`src/rtl/tgp_pkg.sv`:
```
// shared types and command codes for the turtle grid plotter
`default_nettype none

package tgp_pkg;

	localparam logic [3:0] CMD_PEN_UP   = 4'd1;
	localparam logic [3:0] CMD_PEN_DOWN = 4'd2;
	localparam logic [3:0] CMD_RIGHT    = 4'd3;
	localparam logic [3:0] CMD_LEFT     = 4'd4;
	localparam logic [3:0] CMD_FORWARD  = 4'd5;
	localparam logic [3:0] CMD_READ     = 4'd6;
	localparam logic [3:0] CMD_RESTART  = 4'd7;
	localparam logic [3:0] CMD_STOP     = 4'd9;

	localparam logic [1:0] HEAD_NORTH = 2'd0;
	localparam logic [1:0] HEAD_EAST  = 2'd1;
	localparam logic [1:0] HEAD_SOUTH = 2'd2;
	localparam logic [1:0] HEAD_WEST  = 2'd3;

	localparam logic signed [15:0] POS_MAX = 16'sh7fff;
	localparam logic signed [15:0] POS_MIN = -16'sh8000;

	typedef struct packed {
		logic              halted;
		logic              pen_is_down;
		logic [1:0]        heading;
		logic signed [15:0] pos_col;
		logic signed [15:0] pos_row;
		logic              cell_value;
	} result_t;

endpackage

`default_nettype wire

```
`src/rtl/tgp_seq.sv`:
```
// command sequencer: turtle state, step datapath and grid access
`default_nettype none

module tgp_seq #(
	parameter int GRID_SIZE = 64,
	parameter int MAX_STEPS = 100,
	parameter int AW        = 12
) (
	input  wire logic          clk,
	input  wire logic          arst_n,
	input  wire logic          cmd_valid,
	output logic               cmd_ready,
	input  wire logic [3:0]    mode,
	input  wire logic [6:0]    steps,
	input  wire logic [5:0]    query_row,
	input  wire logic [5:0]    query_col,
	output logic               res_valid,
	input  wire logic          res_ready,
	output tgp_pkg::result_t   res,
	output logic               clr_start,
	input  wire logic          clr_busy,
	output logic               mem_we,
	output logic [AW-1:0]      mem_waddr,
	output logic [AW-1:0]      mem_raddr,
	input  wire logic          mem_rdata
);

	localparam int RW = $clog2(GRID_SIZE);
	localparam int CW = $clog2(MAX_STEPS + 1);
	localparam int SW = ((CW + 1 > 16) ? CW + 1 : 16) + 1;

	localparam logic [2:0] ST_INIT  = 3'd0;
	localparam logic [2:0] ST_IDLE  = 3'd1;
	localparam logic [2:0] ST_WALK  = 3'd2;
	localparam logic [2:0] ST_READ  = 3'd3;
	localparam logic [2:0] ST_CLEAR = 3'd4;
	localparam logic [2:0] ST_DONE  = 3'd5;

	logic [2:0]         state_q;
	logic signed [15:0] row_q;
	logic signed [15:0] col_q;
	logic [1:0]         head_q;
	logic               pen_q;
	logic               halt_q;
	logic               cell_q;
	logic [CW-1:0]      cnt_q;

	logic               accept;
	logic [CW-1:0]      steps_c;
	logic [CW-1:0]      mag;
	logic signed [SW-1:0] mag_w;
	logic signed [SW-1:0] row_sum;
	logic signed [SW-1:0] col_sum;
	logic signed [15:0] row_nxt;
	logic signed [15:0] col_nxt;
	logic               nxt_on_grid;
	logic               q_on_grid;

	assign accept    = cmd_valid && (state_q == ST_IDLE);
	assign cmd_ready = (state_q == ST_IDLE);

	assign steps_c = (32'(steps) > MAX_STEPS) ? CW'(MAX_STEPS) : CW'(steps);
	assign mag     = (state_q == ST_WALK) ? CW'(1) : steps_c;
	assign mag_w   = signed'({{(SW - CW){1'b0}}, mag});

	// one axis moves, the other keeps its value
	always_comb begin
		row_sum = {{(SW - 16){row_q[15]}}, row_q};
		col_sum = {{(SW - 16){col_q[15]}}, col_q};
		unique case (head_q)
			tgp_pkg::HEAD_NORTH: row_sum = row_sum - mag_w;
			tgp_pkg::HEAD_SOUTH: row_sum = row_sum + mag_w;
			tgp_pkg::HEAD_EAST:  col_sum = col_sum + mag_w;
			default:             col_sum = col_sum - mag_w;
		endcase
	end

	always_comb begin
		if (row_sum > SW'(tgp_pkg::POS_MAX)) begin
			row_nxt = tgp_pkg::POS_MAX;
		end else if (row_sum < SW'(tgp_pkg::POS_MIN)) begin
			row_nxt = tgp_pkg::POS_MIN;
		end else begin
			row_nxt = row_sum[15:0];
		end
		if (col_sum > SW'(tgp_pkg::POS_MAX)) begin
			col_nxt = tgp_pkg::POS_MAX;
		end else if (col_sum < SW'(tgp_pkg::POS_MIN)) begin
			col_nxt = tgp_pkg::POS_MIN;
		end else begin
			col_nxt = col_sum[15:0];
		end
	end

	assign nxt_on_grid = !row_nxt[15] && !col_nxt[15]
		&& (unsigned'(row_nxt) < 16'(GRID_SIZE))
		&& (unsigned'(col_nxt) < 16'(GRID_SIZE));
	assign q_on_grid = ({10'd0, query_row} < 16'(GRID_SIZE))
		&& ({10'd0, query_col} < 16'(GRID_SIZE));

	assign mem_we    = (state_q == ST_WALK) && nxt_on_grid;
	assign mem_waddr = AW'(row_nxt[RW-1:0]) * AW'(GRID_SIZE) + AW'(col_nxt[RW-1:0]);
	assign mem_raddr = AW'(RW'(query_row)) * AW'(GRID_SIZE) + AW'(RW'(query_col));

	assign clr_start = accept && (mode == tgp_pkg::CMD_RESTART);

	always_ff @(posedge clk or negedge arst_n) begin
		if (!arst_n) begin
			state_q <= ST_INIT;
			row_q   <= '0;
			col_q   <= '0;
			head_q  <= tgp_pkg::HEAD_EAST;
			pen_q   <= 1'b0;
			halt_q  <= 1'b0;
			cell_q  <= 1'b0;
			cnt_q   <= '0;
		end else begin
			unique case (state_q)
				ST_INIT: begin
					if (!clr_busy) begin
						state_q <= ST_IDLE;
					end
				end
				ST_IDLE: begin
					if (cmd_valid) begin
						cell_q  <= 1'b0;
						state_q <= ST_DONE;
						priority if (mode == tgp_pkg::CMD_RESTART) begin
							row_q   <= '0;
							col_q   <= '0;
							head_q  <= tgp_pkg::HEAD_EAST;
							pen_q   <= 1'b0;
							halt_q  <= 1'b0;
							state_q <= ST_CLEAR;
						end else if (mode == tgp_pkg::CMD_READ) begin
							if (q_on_grid) begin
								state_q <= ST_READ;
							end
						end else if (!halt_q) begin
							unique case (mode)
								tgp_pkg::CMD_PEN_UP:   pen_q  <= 1'b0;
								tgp_pkg::CMD_PEN_DOWN: pen_q  <= 1'b1;
								tgp_pkg::CMD_RIGHT:    head_q <= head_q + 2'd1;
								tgp_pkg::CMD_LEFT:     head_q <= head_q - 2'd1;
								tgp_pkg::CMD_STOP:     halt_q <= 1'b1;
								tgp_pkg::CMD_FORWARD: begin
									if (steps_c != '0) begin
										if (pen_q) begin
											cnt_q   <= steps_c;
											state_q <= ST_WALK;
										end else begin
											row_q <= row_nxt;
											col_q <= col_nxt;
										end
									end
								end
								default: ;
							endcase
						end else begin
						end
					end
				end
				ST_WALK: begin
					row_q <= row_nxt;
					col_q <= col_nxt;
					cnt_q <= cnt_q - CW'(1);
					if (cnt_q == CW'(1)) begin
						state_q <= ST_DONE;
					end
				end
				ST_READ: begin
					cell_q  <= mem_rdata;
					state_q <= ST_DONE;
				end
				ST_CLEAR: begin
					if (!clr_busy) begin
						state_q <= ST_DONE;
					end
				end
				ST_DONE: begin
					if (res_ready) begin
						state_q <= ST_IDLE;
					end
				end
				default: state_q <= ST_IDLE;
			endcase
		end
	end

	assign res_valid       = (state_q == ST_DONE);
	assign res.halted      = halt_q;
	assign res.pen_is_down = pen_q;
	assign res.heading     = head_q;
	assign res.pos_col     = col_q;
	assign res.pos_row     = row_q;
	assign res.cell_value  = cell_q;

endmodule

`default_nettype wire

```
`config.mk`:
```
export PLATFORM = sky130hd
export DESIGN_NAME = tgp_seq
export DESIGN_NICKNAME = d
export VERILOG_FILES = /design/src/rtl/tgp_pkg.sv /design/src/rtl/tgp_seq.sv
export SDC_FILE = /design/constraint.sdc
export NUM_CORES = 1
export LEC_CHECK = 0
export BUFFER_PORTS_ARGS = -buffer_cell sky130_fd_sc_hd__clkbuf_2
export CORE_ASPECT_RATIO = 2
export CORE_UTILIZATION = 57
export CTS_CLUSTER_DIAMETER = 200
export DETAILED_ROUTE_END_ITERATION = 8
export PLACE_DENSITY = 0.82
export SETUP_SLACK_MARGIN = 0.1
export SLEW_MARGIN = 40
export SYNTH_ARGS = -nofsm -noshare
export SYNTH_HDL_FRONTEND = slang
export SYNTH_SLANG_ARGS = --single-unit
```
`constraint.sdc`:
```
create_clock -name clk -period 6.75 [get_ports clk]
set_clock_uncertainty 0.15 [all_clocks]
set_input_delay 1.0125 -clock clk [delete_from_list [all_inputs] [get_ports clk]]
set_output_delay 1.0125 -clock clk [all_outputs]
set_load 0.02 [all_outputs]
```
* Word level (Yosys, flattened, before mapping) *
Cells that the tools add are included.

storage, ports and cells
  register bits after elaboration = 47
  input port bits = 29
  output and inout port bits = 65

cells by class
  $add $sub $neg = 9
  magnitude comparators = 7
  equality and inequality tests = 34
  muxes and demuxes = 58
  reduce and logical (&&, ||, !) cells = 23

operator list
  kind                    number
  $mux W16                18
  $pmux W17 S2            2
  $pmux W16 S2            2
  $mux W7                 9
  $add A16 B8 Y17         2
  $gt A17 B16 Y1 const B  2
  $lt A17 B16 Y1 const B  2
  $sub A16 B8 Y17         2
  $mux W3                 11
  $lt A16 B7 Y1 const B   2
  $add A12 B6 Y12         2
  $pmux W3 S6             1
  $eq A4 B3 Y1 const B    4
  $reduce_and A5 Y1       3
  $ne A2 B2 Y1 const B    7
  $pmux W7 S2             1
  $ne A2 B1 Y1 const B    6
  $eq A4 B2 Y1 const B    2
  $mux W1                 8
  $reduce_and A8 Y1       1
  $eq A7 B1 Y1 const B    1
  $gt A7 B7 Y1 const B    1
  $reduce_and A7 Y1       1
  $reduce_bool A7 Y1      1
  other kinds (25)        40

* Logic depth before layout (Yosys ltp) *
Gate-level depths: netlist of run 1.

  depth in word-level cells = 16
  gate-level depth with buffers = 20
  mapped depth without buffers = 19

* Worst setup path after synthesis of run 1 *
OpenSTA, ideal clock, no wires.

  path kind = input -> output
  start = input port steps[2]
  end = output port mem_we
  arrival time = 5288 ps
  setup slack = 299 ps
  cell stages on the path = 16
  cells stage by stage = or3_1 > or3_1 > nor4_1 > nor2_1 > ha_1 > clkbuf_1 > a21oi_1 > o211ai_1 > a221oi_1 > o31ai_1 > xnor2_1 > buf_4 > o31ai_1 > o41ai_1 > nand3_1 > a2111oi_2

between the ends
  longest elaborated chain between the ends = 13
  elaborated cells on any way between the ends = 25
  classes of those cells = 4 x add/sub; 7 x order compare; 8 x mux; 6 x reduce/logical

ends and longest elaborated chain
  element                                                  line            text
  start: declaration                                       tgp_seq.sv:14   input wire logic [6:0] steps,
  $gt A7 B7 Y1                                             tgp_seq.sv:62   assign steps_c = (32'(steps) > MAX_STEPS) ? CW'(MAX_STEPS) : CW'(steps);
  $mux W7 (*)                                              tgp_seq.sv:62
  $mux W7 (*)                                              tgp_seq.sv:63   assign mag = (state_q == ST_WALK) ? CW'(1) : steps_c;
  branches (longest 8 deep; another with $add A16 B8 Y17)  -
  $logic_and A1 B1 Y1 (*)                                  tgp_seq.sv:97   && (unsigned'(col_nxt) < 16'(GRID_SIZE));
  $logic_and A1 B1 Y1 (*)                                  tgp_seq.sv:101  assign mem_we = (state_q == ST_WALK) && nxt_on_grid;
  end: declaration                                         tgp_seq.sv:22   output logic mem_we,

Mark *: on every way between the ends.

* Final worst setup path of run 1 *
  start = input port steps[4]
  end = output port mem_we

The elaborated chain is that of the path after synthesis.

==> results of run 1 <==
==> sequential cells by signal (all words and copies together) (netlist names) <==
name	flops
col_q	16
row_q	16
cnt_q	7
state_q	3
head_q	2
cell_q	1
halt_q	1
pen_q	1
==> path summary, 6_finish.rpt <==
check	end	slack, ns	cells past startpoint
worst max-delay path	mem_we	0.25	20
worst min-delay path	cell_q	0.36	1
worst max register to register	row_q[1]	1.96	17
worst min register to register	cell_q	0.36	1
max in group asynchronous	col_q[11]	5.31	2
min in group asynchronous	row_q[3]	0.67	2
==> metal layers <==
layer | wire [um] | vias up | part of all wire [%] | global-route usage (%)
met2 | 8373 | 224 | 52 | 61.71
met5 | 0 | - | 0 | 0
met1 | 5810 | 2494 | 36 | 36.88
met4 | 1239 | 0 | 7.7 | 27.78
li1 | - | 2495 | - | -
met3 | 603 | 85 | 3.8 | 5.976
==> timing repair <==
| item | 4_1_cts | 5_1_grt |
|---|---|---|
| cloned | 0 | 0 |
| resized for setup | 4 | 35 |
| buffers inserted | 0 | 5 |
| pin swaps | 1 | 11 |
| endpoints found under the setup margin | 1 | 6 |
==> cell type report <==
class / count / area, um^2
Clock buffer: 5 / 125.1
Clock inverter: 3 / 67.56
Fill cell: 738 / 2650
Inverter: 23 / 86.33
Multi-Input combinational cell: 532 / 3739
Sequential cell: 47 / 1177
Tap cell: 100 / 125.1
Timing Repair Buffer: 105 / 618.1
==> worst max-delay path: stages <==
cell and delay [ns]:
clkbuf_2 0.09, or3_4 0.40, nor2b_1 0.19, nor2_2 0.16, nand2_2 0.10, ha_4 0.19, o21ai_0 0.08, nor2b_2 0.18
xnor2_1 0.15, ha_2 0.33, a21o_1 0.23, a211oi_4 0.32, a21o_2 0.21, o21ai_2 0.08, xnor2_2 0.33, nor2_2 0.07
or3_1 0.42, a21o_1 0.22, a2111oi_2 0.38, buf_4 0.21
==> power groups by stage <==
| stage | logic, W | clock network (W) | registers (W) |
|---|---|---|---|
| after floorplan | 0.00119 | 0 | 0.000549 |
| after global placement | 0.00179 | 0 | 0.000491 |
| after detailed placement | 0.00181 | 0 | 0.000495 |
| after CTS | 0.00184 | 0.000333 | 0.000489 |
| after global routing | 0.00216 | 0.000344 | 0.000507 |
| final | 0.00200 | 0.000333 | 0.000492 |
==> cells in the mapped netlist, types with 3 or more instances <==
master / n / area share [%]
and3_1: 4 / 0.49
o211ai_1: 13 / 1.9
nand4_1: 5 / 0.62
nor2b_1: 7 / 0.87
o31ai_1: 6 / 0.89
or3_1: 8 / 0.99
o22ai_1: 6 / 0.74
buf_2: 6 / 0.59
nor2_1: 55 / 4.1
o21ai_0: 61 / 6.0
nand3_1: 14 / 1.4
clkbuf_1: 22 / 1.6
o21bai_1: 3 / 0.45
xnor2_1: 20 / 3.5
a22o_1: 12 / 2.1
nand2_1: 71 / 5.3
and2_1: 5 / 0.62
ha_1: 39 / 9.6
o21a_1: 9 / 1.3
or2_2: 5 / 0.62
a211oi_1: 8 / 1.2
a311oi_1: 3 / 0.52
xor2_1: 11 / 1.9
a31oi_1: 11 / 1.4
a21boi_0: 3 / 0.45
inv_1: 23 / 1.7
nor3_1: 12 / 1.2
mux2_2: 4 / 0.89
maj3_1: 4 / 0.79
a21oi_1: 59 / 5.8
nand2b_1: 4 / 0.49
dfrtp_1: 46 / 23
buf_4: 18 / 2.7
a21o_1: 10 / 1.5
==> per-stage QoR <==
step / util, % / instances / total power, W
finish: 69.14 / 815 / 0.002827
global route: 69.14 / 815 / 0.003006
CTS: 66.81 / 810 / 0.002666
detailed placement: 64.31 / 802 / 0.002303
global placement: 64.18 / 802 / 0.002282
floorplan: - / 650 / 0.001738
==> cells by family (layout without fill, tap and decap cells) <==
group	Yosys count	count (layout)	synth area share (%)
flip-flops	47	47	23.28
buffers and inverters	71	136	6.754
XOR/XNOR	34	34	6.581
AO/OA/AOI/OAI	238	238	31.07
AND/OR/NAND/NOR	208	208	19.50
adder cells (fa/ha/maj)	45	45	11.23
multiplexers	7	7	1.583
==> results.cfg, run 1 <==
[synth]
synth_warnings = 0
syn_avg_cell_area_um2 = 7.781
ys_seq_elements = 47
synth_area_um2 = 5057
yosysUniqueCellTypes = 79
synth_edf_count = 0
synthArstFlopShare_pct = 100.0
synthesis.nets = 720
synthCells = 650
seq_area_frac_synth_pct = 23.28
synth_ff_type = dfrtp_1

[floorplanning]
rows = 48
die_h_um = 135.2
initial_core_util_pct = 58.89
dieArea_um2 = 9276
core-area_um2 = 8588
die_w_um = 68.61
io_pins = 94

[min_path]
hold_path.startpoint = cell_q
hp-class = reg2reg

[power_and_ir_drop]
p_per_area_nw_per_um2 = 476.1
seqPwrFrac_pct = 17.4
p_sw_share_pct = 50.22
vdd_drop_max_uv = 254.0
p_leak_nw = 2.741
clock_power_share_pct = 11.8
switchingPower_w = 0.001420
pwr-share-comb_pct = 70.8
p_int_w = 0.001407

[sta]
finalHoldViolCount = 0
fmax_mhz = 153.8
relSlewSlack_pct = 46.35
final_max_slew_viol_count = 0
period_share_pct = 96.30
rsz0062_at_grt = no
setup_violations = 0
tightest_slew_ns = 0.8047
setup_tns_ns = 0
fin_ws_ns = 0.2496
layout_min_cycle_time_ns = 6.500
holdWs_ns = 0.3625

[clock_network]
cts_sinks = 47
worstSkewPairLatency_ns = 0.30
cts_buffers = 5
cts_root_buf = clkbuf_16
htreeDepth = 2
cts_tree = built
clk_pin_slew_ns = 0.07
cts_max_path_buffers = 2
postCtsHoldBufs = 0

[outcome]
status = finished, final reports clean

[setup_path]
endpoint_kind = primary output
critPathRequiredTime_ns = 5.59
startpoint_type = input pin
startpoint = steps[4]
path_class = in2out
r2r_start = state_q[1]
worstPathArrival_ns = 5.34
critPathMaxFanout = 5

[global_route]
overflow = 0
antenna_found_initial = 0
grt_util_all_layers_pct = 36.06
grt_pass1_wl_um = 24670
grt_max_degree = 49
grt_pass1_vias = 5104

[detailed_routing]
vias = 5298
drt_iter0_markers = 406
wirelength_um = 16030
wl_per_cell_um = 19.67
final_antenna_net_count = 0
drcViolationCount = 0
viasPerCell = 6.501
firstDrtPassIters = 5

[final_layout]
n_antenna_cell = 0
area_growth_pct = 17.42
finalInstanceArea_um2 = 5938
layout-drive-gt1-share_pct = 23.64
final_cell_mix = nand2_1 (70), clkbuf_2 (68), o21ai_0 (59), a21oi_1 (59), nor2_1 (52)
num-nets-final = 784
final_common_cell = nand2_1

[place]
pre_cts_slack_ns = 0.003809
io_buffer_count = 69
dpl_cell_area_um2 = 5523
dp_hpwl_um = 12110
globalplace.congestion = 0.9741

[job]
drv_cap = 0
Note: power is estimated with default switching activity, not from simulation.
==> run 2: changes to the inputs <==
CORE_MARGIN = 2   (was default)
CORE_UTILIZATION = 59   (was 57)
CTS_BUF_LIST = sky130_fd_sc_hd__clkbuf_4   (was default)
PLACE_DENSITY = 0.84   (was 0.82)
==> run 2 against run 1 <==
  * Global-route usage shrank 2.4 points
  * Worst hold slack better by 0.027 ns
  * Final cell count fell by 1.1%
  * Critical endpoint unchanged
==> results.cfg, run 2 (synthesis results as in run 1) <==
[outcome]
status = finished, final reports clean

[final_layout]
final_cell_mix = nand2_1 (71), clkbuf_2 (68), a21oi_1 (58)
area_growth_pct = 12.69
largest_registers = col_q: 16 flops, row_q: 16 flops, cnt_q: 7 flops
n_antenna_cell = 0
num-nets-final = 777
layout-drive-gt1-share_pct = 22.74
final_common_cell = nand2_1
finalInstanceArea_um2 = 5699

[sta]
finalHoldViolCount = 0
layout_min_cycle_time_ns = 6.523
tightest_slew_ns = 0.7945
period_share_pct = 96.63
final_max_slew_viol_count = 0
setup_violations = 0
relSlewSlack_pct = 47.03
holdWs_ns = 0.3899
fmax_mhz = 153.3

[clock_network]
cts_root_buf = clkbuf_4
cts_tree = built
cts_sinks = 47
postCtsHoldBufs = 0
clk_pin_slew_ns = 0.15
cts_max_path_buffers = 2
worstSkewPairLatency_ns = 0.39
htreeDepth = 2
cts_buffers = 5

[setup_path]
cp_slowest_cell = or3_1
startpoint_type = input pin
r2r_setup_slack_ns = 2.00
critPathMaxStageDelay_ns = 0.40
worstPathArrival_ns = 5.36
endpoint_kind = primary output
critPathMaxFanout = 8
path_class = in2out
crit_family = simple AND/OR/NAND/NOR gates
critPathMostFrequentCell = buf_4
cp_num_buf_inv = 4
critPathRequiredTime_ns = 5.59
cp_cell_sequence = clkbuf_2 -> or3_1 -> or3_1 -> nor4_1 -> buf_4 -> nor2_1 -> ha_2 -> a21oi_1 -> o21ai_0 -> a221o_1 -> nor2_2 -> xnor3_2 -> buf_4 -> o31ai_1 -> a31oi_1 -> nand4_1 -> a2111oi_4 -> buf_4

[global_route]
grt_util_all_layers_pct = 33.71
antenna_found_initial = 0
grt_pass1_vias = 5340
grt_pass1_wl_um = 25470
grt_max_degree = 49
overflow = 0

[place]
dp_hpwl_um = 12190
io_buffer_count = 69
dpl_cell_area_um2 = 5456
globalplace.congestion = 1.028

[detailed_routing]
wl_met3_um = 802
viasPerCell = 6.756
drt_iter0_markers = 477
wl_met2_um = 8502
wl_per_cell_um = 20.03
final_antenna_net_count = 0
highest_layer = met4
firstDrtPassIters = 6
met1Wirelength_um = 5685
drcViolationCount = 0
vias = 5445
wirelength_um = 16140

[power_and_ir_drop]
p_per_area_nw_per_um2 = 453.4
vdd_drop_max_uv = 216.9
p_leak_nw = 2.634

[floorplanning]
core-area_um2 = 8292
die_h_um = 134.9
rows = 47
dieArea_um2 = 9373
io_pins = 94
die_w_um = 69.47
initial_core_util_pct = 60.99

[job]
drv_cap = 0

[min_path]
hp-class = reg2reg
==> run 2: changes by cell type in the layout (fill, tap and decap cells not counted), sizes merged <==
cell    delta
clkinv     +2
buf        -7
bufinv     -2
==> run 2: layout make-up <==
class / instances / area [um^2]
Fill cell: 691 / 2592
Inverter: 23 / 86.33
Timing Repair Buffer: 98 / 565.5
Sequential cell: 47 / 1177
Multi-Input combinational cell: 532 / 3695
Clock inverter: 3 / 15.01
Clock buffer: 5 / 37.54
Tap cell: 98 / 122.6
==> run 2: final timing paths <==
kind / startpoint / endpoint / cells past startpoint
worst max-delay path: steps[2] / mem_we / 18
worst min-delay path: cell_q / cell_q / 1
worst max register to register: state_q[1] / row_q[1] / 16
worst min register to register: cell_q / cell_q / 1
max in group asynchronous: arst_n / col_q[4] / 2
min in group asynchronous: arst_n / row_q[5] / 2
==> run 2: worst register-to-register path, stage by stage, from the launching register on <==
cell	delay, ns
dfrtp_1	0.53
or3b_1	0.61
and2_1	0.29
inv_1	0.06
ha_1	0.23
mux2_2	0.27
ha_2	0.31
a2111oi_2	0.31
o21ai_1	0.18
and2_1	0.20
a31oi_1	0.20
xor2_1	0.16
buf_4	0.20
inv_1	0.08
maj3_1	0.37
mux2_2	0.30
a22o_1	0.19
==> run 2: report_power, final <==
group          internal [W]  switching, W
registers          0.000367      0.000128
logic              0.000788       0.00116
clock network     0.0000384      0.000105
==> run 2: stage by stage <==
step                setup TNS [ns]  util [%]  total power (W)  worst slack [ns]  cells
finish                           0     68.73         0.002584            0.2272    806
detailed placement        -0.01680     65.81         0.002280          -0.01680    793
global route             -0.007473     68.73         0.002743         -0.007473    806
CTS                              0     66.71         0.002440            0.1181    802
floorplan                        0         -         0.001738            0.2990    650
global placement                 0     65.81         0.002243           0.06642    793
==> run 2: repair_timing <==
| item | CTS | global route |
|---|---|---|
| pin swaps | 3 | 10 |
| endpoints found under the setup margin | 1 | 5 |
| setup buffers | 1 | 4 |
| gates resized for setup | 5 | 33 |
==> run 2: routing by layer <==
metal,vias to the layer above,track usage [%]
met5,-,0
met4,0,24.40
met3,92,4.328
met2,266,62.02
met1,2599,34.17
li1,2488,-
